--- config.mk ---
export PLATFORM = sky130hd
export DESIGN_NAME = spectrum_trace_processor
export DESIGN_NICKNAME = d
export VERILOG_FILES = /design/src/design/spt_pkg.sv /design/src/design/spt_ram.sv /design/src/design/spt_datapath.sv /design/src/design/spt_ctrl.sv /design/src/design/spectrum_trace_processor.sv
export SDC_FILE = /design/constraint.sdc
export NUM_CORES = 2
export LEC_CHECK = 0
export BUFFER_PORTS_ARGS = -buffer_cell sky130_fd_sc_hd__buf_4
export CAP_MARGIN = 20
export CORE_MARGIN = 2
export CORE_UTILIZATION = 49
export DETAILED_ROUTE_END_ITERATION = 6
export PLACE_DENSITY = 0.63
export SLEW_MARGIN = 15
export SYNTH_ARGS = -nofsm -noshare
export SYNTH_HDL_FRONTEND = slang
export SYNTH_HIERARCHICAL = 1
export SYNTH_SLANG_ARGS = --single-unit
--- constraint.sdc ---
create_clock -name clk -period 15 [get_ports clk]
set_clock_uncertainty 0.1 [all_clocks]
set_input_delay 3.75 -clock clk [delete_from_list [all_inputs] [get_ports clk]]
set_output_delay 3.75 -clock clk [all_outputs]
set_load 0.02 [all_outputs]
--- src/design/spt_pkg.sv ---
// Shared types and constants for the spectrum trace processor.
`timescale 1ns / 1ps
package spt_pkg;

	// number of frequency bins held in each store
	localparam int NumBins = 64;
	localparam int AddrW   = $clog2(NumBins);
	localparam int LvlW    = 13;
	localparam int HgtW    = 8;

	// -200 dBm in 1/16 dBm
	localparam logic signed [LvlW-1:0] Sentinel = -13'sd3200;

	// input word kinds (tuser)
	localparam logic [1:0] OpSample  = 2'd0;
	localparam logic [1:0] OpAdvance = 2'd1;
	localparam logic [1:0] OpEnter   = 2'd2;
	localparam logic [1:0] OpIgnore  = 2'd3;

	// display modes
	localparam logic [1:0] ModeSweep = 2'd0;
	localparam logic [1:0] ModeHold  = 2'd1;
	localparam logic [1:0] ModeAvg   = 2'd2;

	// colour classes
	localparam logic [1:0] ColGreen  = 2'd0;
	localparam logic [1:0] ColYellow = 2'd1;
	localparam logic [1:0] ColRed    = 2'd2;

	// configuration register indexes
	localparam logic [2:0] RegWeight  = 3'd0;
	localparam logic [2:0] RegFloor   = 3'd1;
	localparam logic [2:0] RegCeiling = 3'd2;
	localparam logic [2:0] RegBarMax  = 3'd3;
	localparam logic [2:0] RegRed     = 3'd4;
	localparam logic [2:0] RegYellow  = 3'd5;
	localparam logic [2:0] RegBins    = 3'd6;

	// controller commands to the datapath
	typedef struct packed {
		logic       capture;
		logic       read;
		logic       update;
		logic       div_load;
		logic       div_step;
		logic       div_sel_hold;
		logic       latch_bar;
		logic       out_load;
		logic [2:0] div_bit;
	} cmd_t;

	// datapath status to the controller
	typedef struct packed {
		logic is_sample;
		logic hold_mode;
	} status_t;

endpackage

--- src/design/spt_ram.sv ---
// Generic single-write, registered-read RAM.
`timescale 1ns / 1ps
module spt_ram #(
	parameter int Width = 13,
	parameter int Depth = 64
) (
	input  logic                     clk,
	input  logic                     we,
	input  logic [$clog2(Depth)-1:0] waddr,
	input  logic [Width-1:0]         wdata,
	input  logic                     re,
	input  logic [$clog2(Depth)-1:0] raddr,
	output logic [Width-1:0]         rdata
);
	logic [Width-1:0] mem_q [Depth];

	always_ff @(posedge clk) begin
		if (we) begin
			mem_q[waddr] <= wdata;
		end
		if (re) begin
			rdata <= mem_q[raddr];
		end
	end
endmodule

--- src/design/spt_datapath.sv ---
// Datapath: configuration registers, trace stores, averaging and bar height divider.
`timescale 1ns / 1ps
module spt_datapath (
	input  logic                  clk,
	input  logic                  arst_n,
	input  logic                  cfg_we,
	input  logic [2:0]            cfg_addr,
	input  logic [8:0]            cfg_wdata,
	input  logic [1:0]            in_tuser,
	input  logic [23:0]           in_tdata,
	input  spt_pkg::cmd_t         cmd,
	output spt_pkg::status_t      status,
	output logic [63:0]           out_tdata,
	output logic                  out_tlast
);
	import spt_pkg::*;

	// configuration registers
	logic [8:0]        weight_q;
	logic signed [8:0] floor_q, ceil_q, red_q, yellow_q;
	logic [7:0]        barmax_q;
	logic [6:0]        bins_q;

	always_ff @(posedge clk or negedge arst_n) begin
		if (!arst_n) begin
			weight_q <= 9'd51;
			floor_q  <= -9'sd135;
			ceil_q   <= -9'sd40;
			barmax_q <= 8'd38;
			red_q    <= -9'sd80;
			yellow_q <= -9'sd100;
			bins_q   <= 7'd53;
		end else if (cfg_we) begin
			unique case (cfg_addr)
				RegWeight:  weight_q <= cfg_wdata;
				RegFloor:   floor_q  <= cfg_wdata;
				RegCeiling: ceil_q   <= cfg_wdata;
				RegBarMax:  barmax_q <= cfg_wdata[7:0];
				RegRed:     red_q    <= cfg_wdata;
				RegYellow:  yellow_q <= cfg_wdata;
				RegBins:    bins_q   <= cfg_wdata[6:0];
				default: ;
			endcase
		end
	end

	// captured input word
	logic [1:0]             op_q;
	logic [AddrW-1:0]       bin_q;
	logic signed [LvlW-1:0] smp_q;

	always_ff @(posedge clk) begin
		if (cmd.capture) begin
			op_q  <= in_tuser;
			bin_q <= in_tdata[AddrW-1:0];
			smp_q <= in_tdata[18:6];
		end
	end

	// stores; entries with clear valid bits read as the sentinel
	logic [LvlW-1:0] last_rd, avg_rd, hold_rd;
	logic            last_we, avg_we, hold_we;
	logic signed [LvlW-1:0] shown_d, hold_new;

	spt_ram #(.Width(LvlW), .Depth(NumBins)) u_last (
		.clk(clk), .we(last_we), .waddr(bin_q), .wdata(smp_q),
		.re(cmd.capture), .raddr(in_tdata[AddrW-1:0]), .rdata(last_rd)
	);
	spt_ram #(.Width(LvlW), .Depth(NumBins)) u_avg (
		.clk(clk), .we(avg_we), .waddr(bin_q), .wdata(shown_d),
		.re(cmd.capture), .raddr(in_tdata[AddrW-1:0]), .rdata(avg_rd)
	);
	spt_ram #(.Width(LvlW), .Depth(NumBins)) u_hold (
		.clk(clk), .we(hold_we), .waddr(bin_q), .wdata(hold_new),
		.re(cmd.capture), .raddr(in_tdata[AddrW-1:0]), .rdata(hold_rd)
	);

	// last_vld: entry written; hold_vld: written since hold entry;
	// link: average entry still equals the last-sweep entry (seeded copy)
	logic [NumBins-1:0] last_vld_q, hold_vld_q, link_q;
	logic [1:0]         mode_q;
	logic [1:0]         mode_adv;

	assign mode_adv = (mode_q == ModeAvg) ? ModeSweep : mode_q + 2'd1;
	assign status.is_sample = (op_q == OpSample);
	assign status.hold_mode = (mode_q == ModeHold);

	// read stage: resolve old values, weighted difference
	logic signed [LvlW-1:0] last_old, avg_old, hold_old, seed;
	logic [8:0]             wc;
	logic signed [13:0]     diff;
	logic signed [LvlW-1:0] seed_q, hold_old_q;
	logic signed [23:0]     prod_q;

	always_comb begin
		last_old = last_vld_q[bin_q] ? $signed(last_rd) : Sentinel;
		avg_old  = link_q[bin_q] ? last_old : $signed(avg_rd);
		hold_old = hold_vld_q[bin_q] ? $signed(hold_rd) : Sentinel;
		seed     = (avg_old == Sentinel) ? smp_q : avg_old;
		wc       = (weight_q > 9'd256) ? 9'd256 : weight_q;
		diff     = $signed({smp_q[LvlW-1], smp_q}) - $signed({seed[LvlW-1], seed});
	end

	always_ff @(posedge clk) begin
		if (cmd.read) begin
			seed_q     <= seed;
			hold_old_q <= hold_old;
			prod_q     <= $signed({{10{diff[13]}}, diff}) * $signed({15'b0, wc});
		end
	end

	// update stage: shown level, peak, colour, store writes
	logic signed [24:0]     rnd;
	logic signed [16:0]     avg_sum;
	logic signed [LvlW-1:0] pk_base;
	logic signed [LvlW-1:0] red_lvl, yel_lvl;
	logic [1:0]             col_d;

	always_comb begin
		rnd      = $signed({prod_q[23], prod_q}) + 25'sd128;
		avg_sum  = $signed({{4{seed_q[LvlW-1]}}, seed_q}) + rnd[24:8];
		shown_d  = (mode_q == ModeAvg) ? avg_sum[LvlW-1:0] : smp_q;
		hold_new = (shown_d > hold_old_q) ? shown_d : hold_old_q;
		red_lvl  = {red_q, 4'b0};
		yel_lvl  = {yellow_q, 4'b0};
		if (shown_d >= red_lvl) begin
			col_d = ColRed;
		end else if (shown_d >= yel_lvl) begin
			col_d = ColYellow;
		end else begin
			col_d = ColGreen;
		end
		last_we = cmd.update && status.is_sample;
		avg_we  = last_we && (mode_q == ModeAvg);
		hold_we = last_we && status.hold_mode;
	end

	logic signed [LvlW-1:0] peak_q, shown_q, hold_q;
	logic [AddrW-1:0]       peak_bin_q;
	logic [1:0]             col_q;
	logic                   send_q;

	assign pk_base = (bin_q == '0) ? Sentinel : peak_q;

	always_ff @(posedge clk or negedge arst_n) begin
		if (!arst_n) begin
			mode_q     <= ModeSweep;
			last_vld_q <= '0;
			hold_vld_q <= '0;
			link_q     <= '1;
			peak_q     <= Sentinel;
			peak_bin_q <= '0;
		end else if (cmd.update) begin
			unique case (op_q)
				OpSample: begin
					last_vld_q[bin_q] <= 1'b1;
					if (mode_q == ModeAvg) begin
						link_q[bin_q] <= 1'b0;
					end
					if (status.hold_mode) begin
						hold_vld_q[bin_q] <= 1'b1;
					end
					if (shown_d > pk_base) begin
						peak_q     <= shown_d;
						peak_bin_q <= bin_q;
					end else begin
						peak_q     <= pk_base;
						peak_bin_q <= (bin_q == '0) ? '0 : peak_bin_q;
					end
				end
				OpAdvance: begin
					mode_q <= mode_adv;
					if (mode_adv == ModeHold) begin
						hold_vld_q <= '0;
					end else if (mode_adv == ModeAvg) begin
						link_q <= '1;
					end
				end
				OpEnter: mode_q <= ModeSweep;
				default: ;
			endcase
		end
	end

	always_ff @(posedge clk) begin
		if (cmd.update) begin
			shown_q <= shown_d;
			hold_q  <= hold_new;
			col_q   <= col_d;
			send_q  <= ({1'b0, bin_q} + 7'd1 == bins_q);
		end
	end

	// bar height: clamp, scale, then restoring divide one quotient bit a cycle
	logic signed [LvlW-1:0] lo, hi, lvl, lvl_c;
	logic [LvlW-1:0]        num_d, span;
	logic [20:0]            rem_q;
	logic [LvlW-1:0]        den_q;
	logic [HgtW-1:0]        quo_q, dval_q, bar_q, div_res;
	logic                   degen_q;
	logic [19:0]            dsh;

	always_comb begin
		lo    = {floor_q, 4'b0};
		hi    = {ceil_q, 4'b0};
		lvl   = cmd.div_sel_hold ? hold_q : shown_q;
		lvl_c = (lvl < lo) ? lo : ((lvl > hi) ? hi : lvl);
		num_d = LvlW'(lvl_c - lo);
		span  = LvlW'(hi - lo);
		dsh   = 20'({7'b0, den_q} << cmd.div_bit);
		div_res = degen_q ? dval_q : quo_q;
	end

	always_ff @(posedge clk) begin
		if (cmd.div_load) begin
			degen_q <= (hi <= lo);
			dval_q  <= (lvl >= lo) ? barmax_q : '0;
			rem_q   <= {8'b0, num_d} * {13'b0, barmax_q};
			den_q   <= span;
			quo_q   <= '0;
		end else if (cmd.div_step) begin
			if ({1'b0, dsh} <= rem_q) begin
				rem_q                <= rem_q - {1'b0, dsh};
				quo_q[cmd.div_bit]   <= 1'b1;
			end
		end
		if (cmd.latch_bar) begin
			bar_q <= div_res;
		end
	end

	// result word
	logic [63:0] out_d;
	logic        tlast_d;

	always_comb begin
		out_d          = '0;
		out_d[5:0]     = bin_q;
		out_d[38:37]   = mode_q;
		out_d[51:39]   = peak_q;
		out_d[57:52]   = peak_bin_q;
		tlast_d        = 1'b0;
		if (status.is_sample) begin
			out_d[18:6]  = shown_q;
			out_d[26:19] = status.hold_mode ? bar_q : div_res;
			out_d[28:27] = col_q;
			out_d[36:29] = status.hold_mode ? div_res : '0;
			tlast_d      = send_q;
		end
	end

	always_ff @(posedge clk) begin
		if (cmd.out_load) begin
			out_tdata <= out_d;
			out_tlast <= tlast_d;
		end
	end
endmodule

--- src/design/spt_ctrl.sv ---
// Controller: sequences read, update, divides and result hand-off.
`timescale 1ns / 1ps
module spt_ctrl (
	input  logic             clk,
	input  logic             arst_n,
	input  logic             s_tvalid,
	output logic             s_tready,
	output logic             m_tvalid,
	input  logic             m_tready,
	input  spt_pkg::status_t status,
	output spt_pkg::cmd_t    cmd
);
	import spt_pkg::*;

	typedef enum logic [7:0] {
		StIdle = 8'b0000_0001,
		StRead = 8'b0000_0010,
		StUpd  = 8'b0000_0100,
		StBld  = 8'b0000_1000,
		StBdiv = 8'b0001_0000,
		StHld  = 8'b0010_0000,
		StHdiv = 8'b0100_0000,
		StOut  = 8'b1000_0000
	} state_t;

	state_t     state_q, state_d;
	logic [2:0] bit_q;
	logic       out_free;

	assign s_tready = (state_q == StIdle);
	assign out_free = !m_tvalid || m_tready;

	// next state and commands
	always_comb begin
		state_d          = state_q;
		cmd              = '0;
		cmd.div_bit      = bit_q;
		cmd.div_sel_hold = (state_q == StHld);
		unique case (state_q)
			StIdle: begin
				if (s_tvalid) begin
					cmd.capture = 1'b1;
					state_d     = StRead;
				end
			end
			StRead: begin
				cmd.read = 1'b1;
				state_d  = StUpd;
			end
			StUpd: begin
				cmd.update = 1'b1;
				state_d    = status.is_sample ? StBld : StOut;
			end
			StBld: begin
				cmd.div_load = 1'b1;
				state_d      = StBdiv;
			end
			StBdiv: begin
				cmd.div_step = 1'b1;
				if (bit_q == 3'd0) begin
					state_d = status.hold_mode ? StHld : StOut;
				end
			end
			StHld: begin
				cmd.latch_bar = 1'b1;
				cmd.div_load  = 1'b1;
				state_d       = StHdiv;
			end
			StHdiv: begin
				cmd.div_step = 1'b1;
				if (bit_q == 3'd0) begin
					state_d = StOut;
				end
			end
			StOut: begin
				if (out_free) begin
					cmd.out_load = 1'b1;
					state_d      = StIdle;
				end
			end
			default: state_d = StIdle;
		endcase
	end

	always_ff @(posedge clk or negedge arst_n) begin
		if (!arst_n) begin
			state_q  <= StIdle;
			bit_q    <= 3'd7;
			m_tvalid <= 1'b0;
		end else begin
			state_q <= state_d;
			// quotient bit counter, most significant first
			if (cmd.div_load) begin
				bit_q <= 3'd7;
			end else if (cmd.div_step) begin
				bit_q <= bit_q - 3'd1;
			end
			// output word valid flag
			if (cmd.out_load) begin
				m_tvalid <= 1'b1;
			end else if (m_tready) begin
				m_tvalid <= 1'b0;
			end
		end
	end
endmodule

--- src/design/spectrum_trace_processor.sv ---
// Top level of the spectrum trace processor.
`timescale 1ns / 1ps
// Spectrum trace processor: per-bin levels in, display results out.
// Input stream: s_tuser carries the word kind (sample, advance mode, enter
// screen); s_tdata carries bin and level. Output stream gives one result word
// per input word; m_tlast marks the last bin of a sweep.
// Configuration: cfg_we/cfg_addr/cfg_wdata write one register per cycle; the user
// must write only while the block is idle, which the block does not enforce.
// Mode words go through the read, update and output states; a sample adds the
// bar divide, and a sample in hold mode also the hold divide. Each bar
// height is worked out by a restoring divider, run once for the bar and
// once more for the hold marker; one word is in flight at a time.
// s_tready is high only while the controller is idle. A finished result
// sits in the output register while the next word is taken and processed; if
// the receiver stalls, the block waits with its next result until it is taken.
// Reset: configuration registers return to defaults, the mode to sweep, and all stores read
// as -200 dBm at once through per-entry valid bits (no clearing pass).
module spectrum_trace_processor (
	input  logic        clk,
	input  logic        arst_n,
	input  logic        s_tvalid,
	output logic        s_tready,
	input  logic [23:0] s_tdata,  // bin_index[5:0], rssi_sample[18:6]
	input  logic [1:0]  s_tuser,  // operation[1:0]
	output logic        m_tvalid,
	input  logic        m_tready,
	// bin_echo[5:0], shown_level[18:6], bar_height[26:19], bar_color[28:27],
	// hold_height[36:29], current_mode[38:37], peak_level[51:39], peak_bin[57:52]
	output logic [63:0] m_tdata,
	output logic        m_tlast,  // sweep_end
	input  logic        cfg_we,
	input  logic [2:0]  cfg_addr,
	input  logic [8:0]  cfg_wdata
);
	import spt_pkg::*;

	cmd_t    cmd;
	status_t status;

	spt_ctrl u_ctrl (
		.clk(clk), .arst_n(arst_n),
		.s_tvalid(s_tvalid), .s_tready(s_tready),
		.m_tvalid(m_tvalid), .m_tready(m_tready),
		.status(status), .cmd(cmd)
	);

	spt_datapath u_dp (
		.clk(clk), .arst_n(arst_n),
		.cfg_we(cfg_we), .cfg_addr(cfg_addr), .cfg_wdata(cfg_wdata),
		.in_tuser(s_tuser), .in_tdata(s_tdata),
		.cmd(cmd), .status(status),
		.out_tdata(m_tdata), .out_tlast(m_tlast)
	);
endmodule

==> qor.yml <==
vias: 68900
crit_family: "compound AO/OA/AOI/OAI gates"
detail-route-antenna-nets: 0
fin_ws_ns: 2.67
nNetsFinal: 7975
grtUsageMet1: 0.354
min_from: "u_dp/last_vld_q[53]"
placed_cells: 10700
max_stage_delay_ns: 0.85
yosysTopAreaCellShare: 0.633
status: "finished, violations left"
pre_cts_ws_ns: 2.74
drt_iter0_drc: 7379
start_util: 0.493
p_leak_nw: 50.7
synth_area_sq_um: 129000
crit_arrival_ns: 12.81
yosys_warnings: 6
synth_common_cells: "edfxtp_1 (2,731), mux4_2 (698), nor2_1 (424), nand2_1 (332), inv_1 (325)"
post_synth.cell_area_avg_sq_um: 17.9
whs_path_depth: 1
crit_path_start_kind: "flop"
max-vdd-ir-drop_mv: 0.369
power_density_nw_per_um2: 205
post-route-util: 0.555
grtUsageTotal: 0.236
reg2reg_depth: 39
worstSetupPathType: "reg2reg"
h-tree-depth: 5
grt_pass1_vias: 68700
vias_per_cell: 6.07
syn-instance-count: 7230
cts_resized: 0
critPathLaunch: "u_dp/bin_q[0]"
critical_path.most_common_cell: "fa_1"
worstPathRequired_ns: 15.48
critPathBufInv: 5
synth_cell_types: 98
r2r_setup_slack_ns: 2.67
power.total_mw: 29.8
final-max-slew-violation-count: 0
num_rows: 188
grt_max_degree: 160
wl_per_cell_um: 28.1
cp.depth: 39
finalCritPeriodShare: 0.822
path_clk_slew_ns: 0.06
drive_gt1_frac: 0.234
ctsHoldBuffers: 0
final_cells: 11300
post_cts_buffers: 0
design_area_sq_um: 146000
dr.pass1.iters: 7
drt_wl_total_mm: 319
area_growth_pct: 12.5
reg2reg_from: "u_dp/bin_q[0]"
cts_root_buffer: "clkbuf_16"
ios: 110
r2r-end: "u_dp/prod_q[20]"
hp-class: "reg2reg"
cts_num_sinks: 3024
register_area_sq_um: 89400
remaining_drc_errors: 17
ys_seq_area_frac: 0.691
worstPathMaxFanout: 31
worst_pin_slew_ns: 1.16
timing.hold.ws_ns: 0.350
use_met3: 0.0374
clkLatencyLatePin_ns: 0.87
cp_slowest_cell: "a222oi_1"
port_buffers: 98
ys.flop_type: "edfxtp_1"
synth.most_common_cell: "edfxtp_1"
busiest_layer: "met2"
end_kind: "flop"
setup_viol: 0
synth_seq_cells: 3024
gp_congestion: 0.838
violations: "design-rule violations"
rsz0062_at_grt: "no"
maxCapViolCount: 0
finalHoldViolCount: 0
grt_pass1_wl_mm: 469
finalSetupTns_ns: 0
yosys-top-cells-area: "edfxtp_1 (63%), mux4_2 (12%), dfrtp_1 (3.5%), fa_1 (2.6%), dfstp_2 (2.1%)"
gr-usage-met2: 0.360
max_slew_margin: 0.228
numCtsBuffers: 321
fp.dieW_um: 518
clk_path_buf_depth: 4
antenna_found_initial: 21
postSynth.asyncResetShare: 0.0942
synth_edf_count: 2731
multi_input_area_sq_um: 37400
cts_tree: "done"
fin_crit_ns: 12.33
min_to: "u_dp/last_vld_q[53]"
core-area_sq_um: 263000
die_area_sq_um: 268000
die_h_um: 518
dp_hpwl_mm: 199
synth_largest_area_cell: "edfxtp_1"
fmax_ghz: 0.0811
overflow: 0
post_dp_cell_area_sq_um: 135000
fillers: 20100
## final cells by class
type                       instances  share of cell area
timing repair buffer             348              0.0190
antenna                            7            0.000120
tap                             3515              0.0302
sequential                      3024               0.614
clock buffer                     403              0.0583
multi-input combinational       3526               0.257
inverter                         334             0.00861
clock inverter                   178              0.0126
## layer usage
metal / vias to the layer above / part of all wire
li1: 29000 / -
met1: 36600 / 0.43
met2: 2755 / 0.46
met3: 468 / 0.079
met4: 4 / 0.027
met5: - / 0.000085
## kinds of logic (layout without fill, tap and decap cells)
kind of cell    Yosys count  in the layout  share of synthesized area
xor+xnor                103            103                    0.00736
flops                  3024           3024                      0.691
mux                     924            924                      0.140
other cells               1             13                  0.0000290
fa+ha+maj               377            377                     0.0460
simple gates           1289           1289                     0.0483
compound gates          827            827                     0.0437
buf+inv                 685           1263                     0.0243
## cells in the final DEF (no fill, tap or decap), types with 41 or more instances in the layout
master     instances
dfrtp_1          182
clkinv_2          45
xnor2_1           59
o21ai_0          169
a22oi_1           51
a21oi_1          138
clkbuf_16        326
o221ai_1          46
and2_1           104
nand2b_1          54
nor2_2            85
edfxtp_1        2731
mux2_2            72
inv_1            324
clkinv_1          62
a211oi_1          42
nand3_1           46
mux4_2           698
xor2_1            41
fa_1             165
nor2_1           337
ha_1             212
dfstp_2          103
buf_4            332
nand2_1          332
clkbuf_1          73
o21a_1            47
mux2i_1          152
nor2b_1          124
a21o_1            97
## worst max path at each step
stage                                  to  slack (ns)
after floorplan            u_dp/rem_q[20]        4.67
after global placement    u_dp/prod_q[20]        2.75
after detailed placement  u_dp/prod_q[20]        2.74
after CTS                 u_dp/prod_q[20]        2.67
after global routing      u_dp/prod_q[20]        1.77
final                     u_dp/prod_q[20]        2.67
## worst reg2reg max path, delay by kind of cell, from the launching register on
kind	cells	cell delay, ns
buffers and inverters	5	0.85
xor gates and xnor gates	2	1.16
DFF	1	0.58
and+or+nand+nor	7	2.02
adders and majority gates	7	3.36
AOI/OAI and AO/OA	18	4.02
## where the power goes
part	switching, mW	internal, mW	total, mW	leakage, nW
Clock	3.26	4.54	7.80	5.03
Combinational	6.85	4.18	11.0	17.4
Sequential	0.221	10.8	11.0	28.2
## registers in the layout, indices dropped and copies added, names as in the netlist, 13 cells and up
signal / count
u_dp/u_last/rdata: 13
u_dp/u_avg/rdata: 13
u_dp/u_avg/mem_q: 832
u_dp/shown_q: 13
u_dp/peak_q: 13
u_dp/hold_old_q: 13
u_dp/rem_q: 21
u_dp/seed_q: 13
u_dp/hold_vld_q: 64
u_dp/prod_q: 14
u_dp/u_hold/rdata: 13
u_dp/last_vld_q: 64
u_dp/u_last/mem_q: 832
u_dp/link_q: 64
u_dp/out_tdata: 58
u_dp/u_hold/mem_q: 832
u_dp/smp_q: 13
u_dp/hold_q: 13
(Power assumes the default switching activity.)
